File: src/hw/rtl/gsd_pkg.sv
package gsd_pkg;

    // Widths of the result value and of the divisor register
    localparam int VALUE_WIDTH   = 32;
    localparam int DIVISOR_WIDTH = 16;

    // Unary count saturates at the top of this width
    localparam int QUOT_WIDTH = 32;

    // Derived widths
    localparam int BITS_WIDTH = $clog2(DIVISOR_WIDTH + 1);         // b = 0 .. DIVISOR_WIDTH
    localparam int CNT_WIDTH  = $clog2(DIVISOR_WIDTH);             // bits read 0 .. DW-1
    localparam int ACC_WIDTH  = DIVISOR_WIDTH - 1;                 // first remainder part
    localparam int REM_WIDTH  = DIVISOR_WIDTH + 1;                 // signed remainder
    localparam int PROD_WIDTH = QUOT_WIDTH + DIVISOR_WIDTH;
    localparam int SUM_WIDTH  = PROD_WIDTH + 2;

    localparam logic [DIVISOR_WIDTH-1:0] DIVISOR_RESET = DIVISOR_WIDTH'(4);

    // Result status codes
    typedef enum logic [1:0] {
        STATUS_OK    = 2'd0,
        STATUS_TRUNC = 2'd1,
        STATUS_OVF   = 2'd2
    } status_t;

    // Codeword decode phase
    typedef enum logic [3:0] {
        PH_IDLE  = 4'b0001,
        PH_UNARY = 4'b0010,
        PH_REM   = 4'b0100,
        PH_EXTRA = 4'b1000
    } phase_t;

endpackage

File: src/hw/rtl/golomb_signed_decoder.sv
// Golomb decoder with zigzag unmapping. Feed the coded stream one bit per transfer
// (kind 0) and mark the end of a stream with kind 1. Each codeword is a run of
// unary ones closed by a zero, then a truncated-binary remainder of b-1 or b bits,
// where b = ceil(log2 m) and m is the divisor register (0 acts as 1, and m = 1
// reads no remainder). The decoder forms q*m + r and unmaps it to a signed value;
// an end marker inside a codeword yields value 0 with status 1, and a quotient
// past 2^32-1 or a mapped value past 2^32-1 saturates with status 2. The block
// takes one transfer every clock; the result of a codeword is presented through a
// three-register emit pipeline (capture, 32x16 multiply, add and unmap) whose first
// register loads at the transfer that completes it. The input stalls only while
// that pipeline is full behind a stalled output. Write the divisor between
// codewords; b and the truncation threshold 2^b - m are worked out at the write
// and registered with the divisor.
module golomb_signed_decoder (
    input  logic                                clk,
    input  logic                                rst_n,
    // divisor register
    input  logic                                divisor_write,
    input  logic [gsd_pkg::DIVISOR_WIDTH-1:0]   divisor,
    // input channel
    input  logic                                in_valid,
    output logic                                in_stall,
    input  logic                                kind,
    input  logic                                code_bit,
    // result channel
    output logic                                out_valid,
    input  logic                                out_stall,
    output logic signed [gsd_pkg::VALUE_WIDTH-1:0] value,
    output logic [1:0]                          status
);

    localparam int DW  = gsd_pkg::DIVISOR_WIDTH;
    localparam int VW  = gsd_pkg::VALUE_WIDTH;
    localparam int QW  = gsd_pkg::QUOT_WIDTH;
    localparam int BW  = gsd_pkg::BITS_WIDTH;
    localparam int CW  = gsd_pkg::CNT_WIDTH;
    localparam int AW  = gsd_pkg::ACC_WIDTH;
    localparam int RW  = gsd_pkg::REM_WIDTH;
    localparam int PW  = gsd_pkg::PROD_WIDTH;
    localparam int SW  = gsd_pkg::SUM_WIDTH;

    // Derive b from m: the bit length of m-1 (m is never zero here)
    function automatic logic [BW-1:0] bits_for(input logic [DW-1:0] m);
        logic [DW-1:0] mm1;
        logic [BW-1:0] b;
        begin
            mm1 = m - DW'(1);
            b   = '0;
            for (int i = 0; i < DW; i++)
            begin
                if (mm1[i])
                begin
                    b = BW'(i + 1);
                end
            end
            return b;
        end
    endfunction

    // ------------------------------------------------------------------
    // Divisor register and its derived values
    // ------------------------------------------------------------------
    logic [DW-1:0] m_reg, m_next;
    logic [BW-1:0] b_reg, b_next;
    logic [DW-1:0] t_reg, t_next;

    logic [DW:0]   pow_b;

    always_comb
    begin
        m_next = (divisor == '0) ? DW'(1) : divisor;
        b_next = bits_for(m_next);
        pow_b  = (DW + 1)'(1) << b_next;
        t_next = DW'(pow_b - {1'b0, m_next});
    end

    always_ff @(posedge clk or negedge rst_n)
    begin
        if (!rst_n)
        begin
            m_reg <= gsd_pkg::DIVISOR_RESET;
            b_reg <= bits_for(gsd_pkg::DIVISOR_RESET);
            t_reg <= DW'(((DW + 1)'(1) << bits_for(gsd_pkg::DIVISOR_RESET))
                         - {1'b0, gsd_pkg::DIVISOR_RESET});
        end
        else if (divisor_write)
        begin
            m_reg <= m_next;
            b_reg <= b_next;
            t_reg <= t_next;
        end
    end

    // ------------------------------------------------------------------
    // Emit pipeline handshake: each stage fills whenever its slot drains
    // ------------------------------------------------------------------
    logic s1_valid_reg, s2_valid_reg, out_valid_reg;
    logic out_free, s2_ready, s1_ready, accept;

    assign out_free = !out_valid_reg || !out_stall;
    assign s2_ready = !s2_valid_reg || out_free;
    assign s1_ready = !s1_valid_reg || s2_ready;
    assign in_stall = !s1_ready;
    assign accept   = in_valid && s1_ready;

    // ------------------------------------------------------------------
    // Codeword state
    // ------------------------------------------------------------------
    gsd_pkg::phase_t phase_reg, phase_next;
    logic [QW-1:0]   q_reg, q_next;
    logic [AW-1:0]   acc_reg, acc_next;
    logic [CW-1:0]   cnt_reg, cnt_next;
    logic            ovf_reg, ovf_next;

    logic            emit, emit_trunc;
    logic [RW-1:0]   emit_r;
    logic            chk_en;
    logic [AW-1:0]   chk_acc;
    logic [CW-1:0]   chk_cnt;
    logic [BW-1:0]   chk_cnt_p1;

    always_comb
    begin
        phase_next = phase_reg;
        q_next     = q_reg;
        acc_next   = acc_reg;
        cnt_next   = cnt_reg;
        ovf_next   = ovf_reg;
        emit       = 1'b0;
        emit_trunc = 1'b0;
        emit_r     = '0;
        chk_en     = 1'b0;
        chk_acc    = '0;
        chk_cnt    = '0;
        chk_cnt_p1 = '0;

        if (accept)
        begin
            if (kind)
            begin
                // end marker: report a cut-off codeword, drop the partial state
                if (phase_reg != gsd_pkg::PH_IDLE)
                begin
                    emit       = 1'b1;
                    emit_trunc = 1'b1;
                    phase_next = gsd_pkg::PH_IDLE;
                    q_next     = '0;
                    acc_next   = '0;
                    cnt_next   = '0;
                    ovf_next   = 1'b0;
                end
            end
            else
            begin
                case (phase_reg)
                    gsd_pkg::PH_IDLE, gsd_pkg::PH_UNARY:
                    begin
                        if (code_bit)
                        begin
                            // count the unary run, hold at the top and flag it
                            if (q_reg == '1)
                            begin
                                ovf_next = 1'b1;
                            end
                            else
                            begin
                                q_next = q_reg + QW'(1);
                            end
                            phase_next = gsd_pkg::PH_UNARY;
                        end
                        else if (b_reg == '0)
                        begin
                            emit = 1'b1;
                        end
                        else
                        begin
                            chk_en  = 1'b1;
                            chk_acc = '0;
                            chk_cnt = '0;
                        end
                    end
                    gsd_pkg::PH_REM:
                    begin
                        chk_en  = 1'b1;
                        chk_acc = {acc_reg[AW-2:0], code_bit};
                        chk_cnt = cnt_reg + CW'(1);
                    end
                    gsd_pkg::PH_EXTRA:
                    begin
                        emit   = 1'b1;
                        emit_r = {1'b0, acc_reg, code_bit} - {1'b0, t_reg};
                    end
                    default:
                    begin
                        phase_next = gsd_pkg::PH_IDLE;
                    end
                endcase

                // first remainder part complete? then finish or ask for one more bit
                if (chk_en)
                begin
                    chk_cnt_p1 = BW'(chk_cnt) + BW'(1);
                    acc_next   = chk_acc;
                    cnt_next   = chk_cnt;
                    if (chk_cnt_p1 < b_reg)
                    begin
                        phase_next = gsd_pkg::PH_REM;
                    end
                    else if ({1'b0, chk_acc} < t_reg)
                    begin
                        emit   = 1'b1;
                        emit_r = RW'(chk_acc);
                    end
                    else
                    begin
                        phase_next = gsd_pkg::PH_EXTRA;
                    end
                end

                if (emit)
                begin
                    phase_next = gsd_pkg::PH_IDLE;
                    q_next     = '0;
                    acc_next   = '0;
                    cnt_next   = '0;
                    ovf_next   = 1'b0;
                end
            end
        end
    end

    always_ff @(posedge clk or negedge rst_n)
    begin
        if (!rst_n)
        begin
            phase_reg <= gsd_pkg::PH_IDLE;
            q_reg     <= '0;
            acc_reg   <= '0;
            cnt_reg   <= '0;
            ovf_reg   <= 1'b0;
        end
        else
        begin
            phase_reg <= phase_next;
            q_reg     <= q_next;
            acc_reg   <= acc_next;
            cnt_reg   <= cnt_next;
            ovf_reg   <= ovf_next;
        end
    end

    // ------------------------------------------------------------------
    // Stage 1: capture the finished codeword
    // ------------------------------------------------------------------
    logic            s1_trunc_reg, s1_ovf_reg;
    logic [QW-1:0]   s1_q_reg;
    logic [DW-1:0]   s1_m_reg;
    logic [RW-1:0]   s1_r_reg;

    always_ff @(posedge clk or negedge rst_n)
    begin
        if (!rst_n)
        begin
            s1_valid_reg <= 1'b0;
        end
        else if (s1_ready)
        begin
            s1_valid_reg <= emit;
        end
    end

    always_ff @(posedge clk)
    begin
        if (emit)
        begin
            s1_trunc_reg <= emit_trunc;
            s1_ovf_reg   <= ovf_reg;
            s1_q_reg     <= q_reg;
            s1_m_reg     <= m_reg;
            s1_r_reg     <= emit_r;
        end
    end

    // ------------------------------------------------------------------
    // Stage 2: q * m
    // ------------------------------------------------------------------
    logic            s2_trunc_reg, s2_ovf_reg;
    logic [PW-1:0]   s2_prod_reg;
    logic [RW-1:0]   s2_r_reg;

    always_ff @(posedge clk or negedge rst_n)
    begin
        if (!rst_n)
        begin
            s2_valid_reg <= 1'b0;
        end
        else if (s2_ready)
        begin
            s2_valid_reg <= s1_valid_reg;
        end
    end

    always_ff @(posedge clk)
    begin
        if (s2_ready && s1_valid_reg)
        begin
            s2_trunc_reg <= s1_trunc_reg;
            s2_ovf_reg   <= s1_ovf_reg;
            s2_prod_reg  <= PW'(s1_q_reg) * PW'(s1_m_reg);
            s2_r_reg     <= s1_r_reg;
        end
    end

    // ------------------------------------------------------------------
    // Stage 3: add the remainder, saturate, undo the zigzag mapping
    // ------------------------------------------------------------------
    logic [SW-1:0]   sum;
    logic            sat;
    logic [VW-1:0]   value_next, value_reg;
    logic [1:0]      status_next, status_reg;

    always_comb
    begin
        // remainder may be negative when the divisor moved mid codeword
        sum = {2'b00, s2_prod_reg} + {{(SW - RW){s2_r_reg[RW-1]}}, s2_r_reg};
        sat = s2_ovf_reg || sum[SW-1] || (|sum[SW-2:VW]);
        if (s2_trunc_reg)
        begin
            value_next  = '0;
            status_next = gsd_pkg::STATUS_TRUNC;
        end
        else if (sat)
        begin
            value_next  = sum[0] ? {1'b1, {(VW - 1){1'b0}}} : {1'b0, {(VW - 1){1'b1}}};
            status_next = gsd_pkg::STATUS_OVF;
        end
        else
        begin
            value_next  = sum[0] ? ~sum[VW:1] : sum[VW:1];
            status_next = gsd_pkg::STATUS_OK;
        end
    end

    always_ff @(posedge clk or negedge rst_n)
    begin
        if (!rst_n)
        begin
            out_valid_reg <= 1'b0;
        end
        else if (out_free)
        begin
            out_valid_reg <= s2_valid_reg;
        end
    end

    always_ff @(posedge clk)
    begin
        if (out_free && s2_valid_reg)
        begin
            value_reg  <= value_next;
            status_reg <= status_next;
        end
    end

    assign out_valid = out_valid_reg;
    assign value     = value_reg;
    assign status    = status_reg;

    // ------------------------------------------------------------------
    // Assertions
    // ------------------------------------------------------------------
    a_threshold: assert property (@(posedge clk) disable iff (!rst_n)
        ({1'b0, t_reg} + {1'b0, m_reg}) == ((DW + 1)'(1) << b_reg))
        else $error("threshold and divisor disagree with b");

    a_stall_full: assert property (@(posedge clk) disable iff (!rst_n)
        in_stall |-> (s1_valid_reg && s2_valid_reg && out_valid_reg && out_stall))
        else $error("input stalled with room in the emit pipeline");

    a_end_idle: assert property (@(posedge clk) disable iff (!rst_n)
        (accept && kind) |=> (phase_reg == gsd_pkg::PH_IDLE && q_reg == '0 && !ovf_reg))
        else $error("end marker left codeword state behind");

    a_trunc_zero: assert property (@(posedge clk) disable iff (!rst_n)
        (out_valid && status == gsd_pkg::STATUS_TRUNC) |-> (value == '0))
        else $error("truncated result carries a value");

    a_status_code: assert property (@(posedge clk) disable iff (!rst_n)
        out_valid |-> (status == gsd_pkg::STATUS_OK || status == gsd_pkg::STATUS_TRUNC
                       || status == gsd_pkg::STATUS_OVF))
        else $error("undefined status code");

endmodule
File: config.mk
export PLATFORM = sky130hd
export DESIGN_NAME = golomb_signed_decoder
export DESIGN_NICKNAME = d
export VERILOG_FILES = /design/src/hw/rtl/gsd_pkg.sv /design/src/hw/rtl/golomb_signed_decoder.sv
export SDC_FILE = /design/constraint.sdc
export NUM_CORES = 2
export LEC_CHECK = 0
export BUFFER_PORTS_ARGS = -buffer_cell sky130_fd_sc_hd__buf_2
export CAP_MARGIN = 0
export CELL_PAD_IN_SITES_DETAIL_PLACEMENT = 1
export CELL_PAD_IN_SITES_GLOBAL_PLACEMENT = 2
export CORE_MARGIN = 1.5
export CORE_UTILIZATION = 46
export CTS_BUF_LIST = sky130_fd_sc_hd__clkbuf_4
export CTS_CLUSTER_SIZE = 30
export DETAILED_ROUTE_END_ITERATION = 10
export GPL_ROUTABILITY_DRIVEN = 0
export MAX_ROUTING_LAYER = met4
export PLACE_DENSITY = 0.85
export SLEW_MARGIN = 20
export SYNTH_ARGS = -nofsm -noshare
export SYNTH_HDL_FRONTEND = slang
export SYNTH_SLANG_ARGS = --single-unit
File: constraint.sdc
create_clock -name clk -period 14.1 [get_ports clk]
set_input_delay 2.82 -clock clk [delete_from_list [all_inputs] [get_ports clk]]
set_output_delay 2.82 -clock clk [all_outputs]
set_load 0.005 [all_outputs]
==> impl_metrics.ini <==
[run_status]
status = completed

[clock_network]
cts-resized-gates = 0
postCtsSetupBuffers = 0
clkLatencyLatePin_ps = 830
cts_sinks = 264
cts_max_level = 3
path_clk_slew_ps = 60
clk_path_buf_depth = 3
tritoncts = done
hold_buffers = 0
cts_inserted_buffers = 75
cts_root_buf = clkbuf_4

[grt]
grt_pass1_vias = 26961
grt_antenna_before_repair = 4
track_usage_pct = 27.7
grt_pass1_wl_um = 147000
grt-ovfl-total = 0
grt_max_degree = 97

[floorplan]
coreArea_um2 = 67200
io_pins = 59
die_area_um2 = 69500
initial_core_util_pct = 46.5
chipWidth_um = 264
std_cell_rows = 95
dieHeight_um = 264

[synth]
synth-edff-count = 168
async_flop_share_pct = 36.4
yosys-top-cells-count = 496 x nand2_1, 474 x inv_1, 421 x fa_1
syn_nets = 4014
seq_area_frac_synth_pct = 23.8
ys_ff_latch = 264
synth_area_leaders = fa_1 27%, edfxtp_1 16%, ha_1 8.9%
synth_most_common_cell = nand2_1
synthFlopType = edfxtp_1
syn-cell-area_um2 = 31200
yosysTopAreaCellShare_pct = 27.0
synthCells = 3347
post_synth.cell_area_avg_um2 = 9.33
ys_warn_count = 0
ys_types = 80
synth_top_area_cell = fa_1

[placed_design]
dp_hpwl_um = 69700
io_buffer_count = 58

[timing]
finalHoldViolations = 0
rsz0062_at_grt = no
min_period_over_period_pct = 61.7
hold_slack_ps = 412
setup_violations = 0
period_needed_ps = 8700
finClkSkew_ps = 70.1
maxSlewViolCount = 0
fmax_ghz = 0.115
relSlewSlack_pct = 27.0
worst_slew_pin_slew_ps = 1090
fin_setup_tns_ps = 0

[worst_setup_path]
crit_type = in2reg
critPathSlowestCell = or4_1
crit_fanout = 9
worst_ep_arrival_time_ps = 9400
max_stage_delay_ps = 570
cp.required_ps = 14800
cp-end-kind = flop
crit_buf_inv = 1
cp-start-kind = input port
crit_family = compound AO/OA/AOI/OAI gates

[run]
cap_viol_max_count = 0

[route]
first_pass_iters = 5
viasPerCell = 5.63
ant_nets = 0
drc_errors = 0
vias = 24271
wl_per_cell_um = 21.1
drt_iter0_drc = 1299
drt_wl_total_um = 91000

[min_path]
hold_class = reg2reg

[layout]
final_layout_size_suffix_gt1_share_pct = 8.15
fin_nets = 4041
largest_register_ffs = 48
syn2layout_area_growth_pct = 6.74
routing by layer:
metal | routed length (µm) | GRT usage, % | part of all wire (%)
met2 | 46300 | 47.5 | 51
met1 | 39400 | 34.7 | 43
met4 | 1960 | 7.14 | 2.2
met3 | 3370 | 3.33 | 3.7
met5 | 0 | - | 0
cells by family after synthesis:
kind of cell / synth area share [%]
AND/OR/NAND/NOR: 17.1
multiplexers: 1.77
XOR/XNOR: 2.64
flip-flops: 23.8
buffers and inverters: 7.68
adder cells (fa/ha/maj): 35.9
AO/OA/AOI/OAI: 11.1
worst paths after layout:
check / endpoint / from / cells past startpoint / slack, ps
min reg2reg: s2_r_reg[4] / s1_r_reg[4] / 0 / 410
min in group asynchronous: cnt_reg[3] / rst_n / 1 / 1940
max in group asynchronous: q_reg[28] / rst_n / 2 / 10870
max reg2reg: s2_prod_reg[47] / s1_q_reg[13] / 24 / 5480
min: s2_r_reg[4] / s1_r_reg[4] / 0 / 410
max: t_reg[14] / divisor[3] / 31 / 5400
cell usage in the layout, fill, tap and decap left out, types with 20 or more instances in the layout:
cell,count
a21o_1,56
a21oi_1,176
and2_1,188
buf_2,57
buf_4,41
clkbuf_4,109
clkinv_1,20
dfrtp_1,93
edfxtp_1,168
fa_1,421
ha_1,223
inv_1,474
mux2i_1,35
nand2_1,496
nand3_1,57
nand4_1,28
nor2_1,125
nor3_1,75
o21a_1,20
o21ai_0,142
or3_1,34
xnor2_1,61
xor2_1,33
area by class of cell:
type	instances	area, µm²
clock inverters	29	135
flip-flops and latches	264	7450
fillers	7759	33800
repair buffers	100	632
multi-input cells	2459	21400
well taps	873	1090
clock buffers	109	818
diodes	6	15.0
inverters	474	1780
metrics by stage:
step	worst slack, ps	std cells	util, %	area (µm²)
2_1_floorplan	5770	3347	-	31200
3_5_place_dp	4650	4169	48.2	32300
4_1_cts	5460	4307	49.6	33300
6_report	5400	4314	49.7	33300
3_3_place_gp	4880	4169	48.2	32300
5_1_grt	4890	4314	49.7	33300
Power is left out: the tool's default activity adds up to more than one toggle a clock period on the data nets, which glitch-free logic cannot reach.
